==> src/hdl/ffpa_pkg.sv <==
// shared constants and types for the first-fit paged allocator
`timescale 1ns / 1ps
package ffpa_pkg;
    localparam int NUM_PAGES    = 12;
    localparam int PAGE_BYTES   = 1024;
    localparam int HEADER_BYTES = 4;
    localparam int MAX_SEGMENTS = 64;
    localparam int PAGE_W  = $clog2(NUM_PAGES);
    localparam int OFF_W   = $clog2(PAGE_BYTES);
    localparam int ADDR_W  = 14;
    localparam int SIZE_W  = 10;
    localparam int SLOT_W  = $clog2(MAX_SEGMENTS);
    localparam int CNT_W   = $clog2(MAX_SEGMENTS + 1);
    localparam int MAX_SIZE = PAGE_BYTES - HEADER_BYTES - 1;

    localparam logic [1:0] ST_OK       = 2'd0;
    localparam logic [1:0] ST_BAD_SIZE = 2'd1;
    localparam logic [1:0] ST_NO_SPACE = 2'd2;
    localparam logic [1:0] ST_BAD_ADDR = 2'd3;

    localparam logic CMD_ALLOC = 1'b0;
    localparam logic CMD_FREE  = 1'b1;

    typedef struct packed {
        logic             valid;
        logic [OFF_W-1:0] first;
        logic [OFF_W-1:0] last;
    } t_seg;
endpackage

==> src/hdl/ffpa_cell.sv <==
// one segment cell of the free list chain
`timescale 1ns / 1ps
module ffpa_cell (
    input  logic           i_clk,
    input  logic           i_rst_n,
    input  logic           i_load,
    input  ffpa_pkg::t_seg i_load_seg,
    input  ffpa_pkg::t_seg i_prev,
    input  logic           i_shift,
    output ffpa_pkg::t_seg o_seg
);
    ffpa_pkg::t_seg r_seg, n_seg;

    always_comb begin
        n_seg = r_seg;
        if (i_load) begin
            n_seg = i_load_seg;
        end else if (i_shift) begin
            n_seg = i_prev;
        end
    end

    always_ff @(posedge i_clk) begin
        if (!i_rst_n) begin
            r_seg.valid <= 1'b0;
            r_seg.first <= '0;
            r_seg.last  <= '0;
        end else begin
            r_seg <= n_seg;
        end
    end

    assign o_seg = r_seg;
endmodule

==> config.mk <==
export PLATFORM = sky130hd
export DESIGN_NAME = ffpa_cell
export DESIGN_NICKNAME = d
export VERILOG_FILES = /design/src/hdl/ffpa_pkg.sv /design/src/hdl/ffpa_cell.sv
export SDC_FILE = /design/constraint.sdc
export NUM_CORES = 1
export LEC_CHECK = 0
export BUFFER_PORTS_ARGS = -buffer_cell sky130_fd_sc_hd__clkbuf_2
export CORE_UTILIZATION = 35
export CTS_CLUSTER_DIAMETER = 200
export DETAILED_ROUTE_END_ITERATION = 7
export GPL_ROUTABILITY_DRIVEN = 0
export PLACE_DENSITY_LB_ADDON = 0.15
export SLEW_MARGIN = 40
export SYNTH_ARGS = -nofsm -noshare
export SYNTH_HDL_FRONTEND = slang
export SYNTH_SLANG_ARGS = --single-unit
==> constraint.sdc <==
create_clock -name i_clk -period 2.65 [get_ports i_clk]
set_input_delay 0.1325 -clock i_clk [delete_from_list [all_inputs] [get_ports i_clk]]
set_output_delay 0.1325 -clock i_clk [all_outputs]
set_load 0.02 [all_outputs]
After elaboration in Yosys (flattened, before gate mapping)
Index checks and enable logic that the tools add are counted.
Operators by class
  mux-type cells: 2
  reduce and logical (&&, ||, !) cells: 1
Operator list (number)
  $mux W21: 2
  $reduce_bool A2 Y1: 1
Word-level totals
  bits in registers: 21
  input bits: 46
  word-level logic and storage cells: 6

Logic depth before layout (Yosys ltp)
  depth after elaboration: 2
  gate-level depth with buffers: 3

Worst setup path after synthesis
No wires, ideal clock.
  kind: reg-to-reg
  start point: register, netlist name o_seg[0]
  end point: register r_seg, in the netlist o_seg[0]
  arrival: 818 ps
  data required time: 2534 ps
  path slack: 1716 ps
  cell stages (with the launch flop): 3
  buffers on the path: 0
  clock period less this slack: 934 ps
  path through: dfxtp_1 mux2_4 o211a_1
RTL lines
  end signal: assignment: RTL line ffpa_cell.sv:29  | r_seg <= n_seg;
  end: declaration: RTL line ffpa_cell.sv:12  | ffpa_pkg::t_seg r_seg, n_seg;

Worst setup path in the final report
  start point: input i_shift
  end point: register r_seg, in the netlist o_seg[17]
Between the ends
  cells in the longest elaborated chain, start to end: 1
RTL lines
  start: declaration: RTL line ffpa_cell.sv:9  | input logic i_shift,
  $reduce_bool A2 Y1 (no source line)
No other way between the ends.
A chain may end at the register's enable or synchronous reset.

==> impl_metrics.env <==
export IMPL_status="finished clean"
export IMPL_relSlewSlack_pct=50.0
export IMPL_clock_latency_ps=300
export IMPL_critical_path_arrival_ps=1310
export IMPL_p_leak_nw=0.922
export IMPL_cts_htree_levels=1
export IMPL_min_period_over_period_pct=41.7
export IMPL_first_iter_violations=39
export IMPL_ys_seq_area_share_pct=37.0
export IMPL_report_final_slew_viol_count=0
export IMPL_synth_edf_count=0
export IMPL_tightest_slew_ps=750
export IMPL_die_w_um=58.9
export IMPL_p_total_mw=0.696
export IMPL_grt_pass1_vias=976
export IMPL_totalWireLength_mm=2.53
export IMPL_drc=0
export IMPL_die_area_um2=3470
export IMPL_area_growth_pct=32.1
export IMPL_core_um2=3050
export IMPL_io_pin_count=67
export IMPL_vias_per_cell=4.74
export IMPL_postCtsSetupBuffers=0
export IMPL_fp_dieH_um=58.9
export IMPL_hold_viol_final=0
export IMPL_crit_fanout=21
export IMPL_synth_area_um2=1130
export IMPL_synth_area_leaders="dfxtp_1 (37%), mux2_4 (26%), o211a_1 (19%)"
export IMPL_grt_ovfl_total=0
export IMPL_syn_num_nets=138
export IMPL_synth_common_cells="dfxtp_1 (21), o211a_1 (21), mux2_4 (20), nand2b_1 (11), or2b_1 (10)"
export IMPL_hold_slack_ps=139
export IMPL_fmax_ghz=0.906
export IMPL_cts_buffer_depth=2
export IMPL_cts_tree="yes"
export IMPL_period_needed_ps=1100
export IMPL_reg2reg_depth=2
export IMPL_drive_above_1_share_pct=59.1
export IMPL_peakVddDrop_mv=0.267
export IMPL_cp_start_kind="primary input"
export IMPL_ant_nets=0
export IMPL_synthDistinctLibCells=9
export IMPL_cp_end_kind="flop"
export IMPL_fillers=333
export IMPL_fin_tns_setup_ps=0
export IMPL_syn_inst=92
export IMPL_synth_seq_cells=21
export IMPL_pre_cts_ws_ps=1200
export IMPL_synth_warning_count=0
export IMPL_critical_path_class="in -> reg"
export IMPL_cts_hold_buf=0
export IMPL_core_rowCount=20
export IMPL_rsz0062_at_grt="no"
export IMPL_drv_cap=0
export IMPL_via_count=939
export IMPL_post_dp_cell_area_um2=1470
export IMPL_diodes=0
export IMPL_synth_top_area_share_pct=37.0
export IMPL_final_nets=201
export IMPL_synth_ff_type="dfxtp_1"
export IMPL_synth_top_area_cell="dfxtp_1"
export IMPL_required_ps=2850
export IMPL_largest_reg_flops=21
export IMPL_avgSynthCellArea_um2=12.3
export IMPL_antenna_found_initial=0
export IMPL_clockRootBuffer="clkbuf_4"
export IMPL_drtPass1Iterations=4
export IMPL_numCtsBuffers=3
export IMPL_fin_ws_ps=1550
export IMPL_hold_depth=3
export IMPL_cts_resized=0
export IMPL_hold_class="in -> reg"
export IMPL_place_detailed_hpwl_mm=1.84
export IMPL_cts_sinks=21
export IMPL_async_flop_share_pct=0
export IMPL_initial_utilization_pct=37.2
export IMPL_fin_skew_ps=0
export IMPL_track_usage_pct=16.4
export IMPL_grt_pass1_wl_mm=4.24
export IMPL_io_buffers=66
export IMPL_grt_max_degree=43
export IMPL_power_density_nw_per_um2=464
export IMPL_wl_per_cell_um=12.8
export IMPL_final_area_um2=1500
export IMPL_setup_viol_count_final=0
export IMPL_cts_clk_slew_worst_paths_ps=120
## report_power, final
| part | switching (mW) | total [mW] | internal, mW |
|---|---|---|---|
| Combinational | 0.0854 | 0.190 | 0.105 |
| Clock | 0.0966 | 0.153 | 0.0562 |
| Sequential | 0.0129 | 0.353 | 0.340 |
| Total | 0.195 | 0.696 | 0.501 |
## final timing paths
kind | end | slack [ps] | startpoint
max | o_seg[17] | 1550 | i_shift
min | o_seg[16] | 140 | i_load_seg[16]
max reg2reg | o_seg[14] | 1740 | o_seg[14]
min reg2reg | o_seg[2] | 630 | o_seg[2]
## kinds of logic (layout without fill, tap and decap cells)
kind of cell | count (synthesis) | count (layout) | synth area share (%)
DFF | 21 | 21 | 37.0
AOI/OAI and AO/OA | 21 | 21 | 18.5
buffers and inverters | 8 | 70 | 4.30
muxes | 21 | 21 | 27.5
and+or+nand+nor | 21 | 21 | 12.7
## critical path: stages
cell and delay, ps:
clkbuf_2 570, mux2_2 410, o211a_1 200
## layout by cell type (no fill, tap or decap)
master,count
o211a_1,21
mux2_4,20
mux2_2,1
clkbuf_2,66
nand2b_1,11
clkinv_2,1
dfxtp_1,21
or2b_1,10
clkbuf_4,3
## metal layers
metal  track usage, %  vias to the layer above  part of all wire, %
met2             31.3                       36                   54
met1             16.9                      443                   38
met3             2.86                        4                  6.4
met4             8.16                        0                  1.6
met5                0                        -                    0
li1                 -                      456                    -
## final cells by class
| class | count | area (µm²) | share of cell area [%] |
|---|---|---|---|
| Multi-Input combinational cell | 63 | 666 | 44.4 |
| Sequential cell | 21 | 420 | 28.0 |
| Timing Repair Buffer | 66 | 330 | 22.0 |
| Tap cell | 44 | 55.1 | 3.67 |
| Clock buffer | 3 | 22.5 | 1.50 |
| Clock inverter | 1 | 5.00 | 0.334 |
## through the flow
stage,instances,utilization (%)
detailed placement,194,48.2
global placement,194,48.2
finish,198,49.1
CTS,198,49.1
global route,198,49.1
floorplan,92,-
Power figures use the tool's default switching activity.
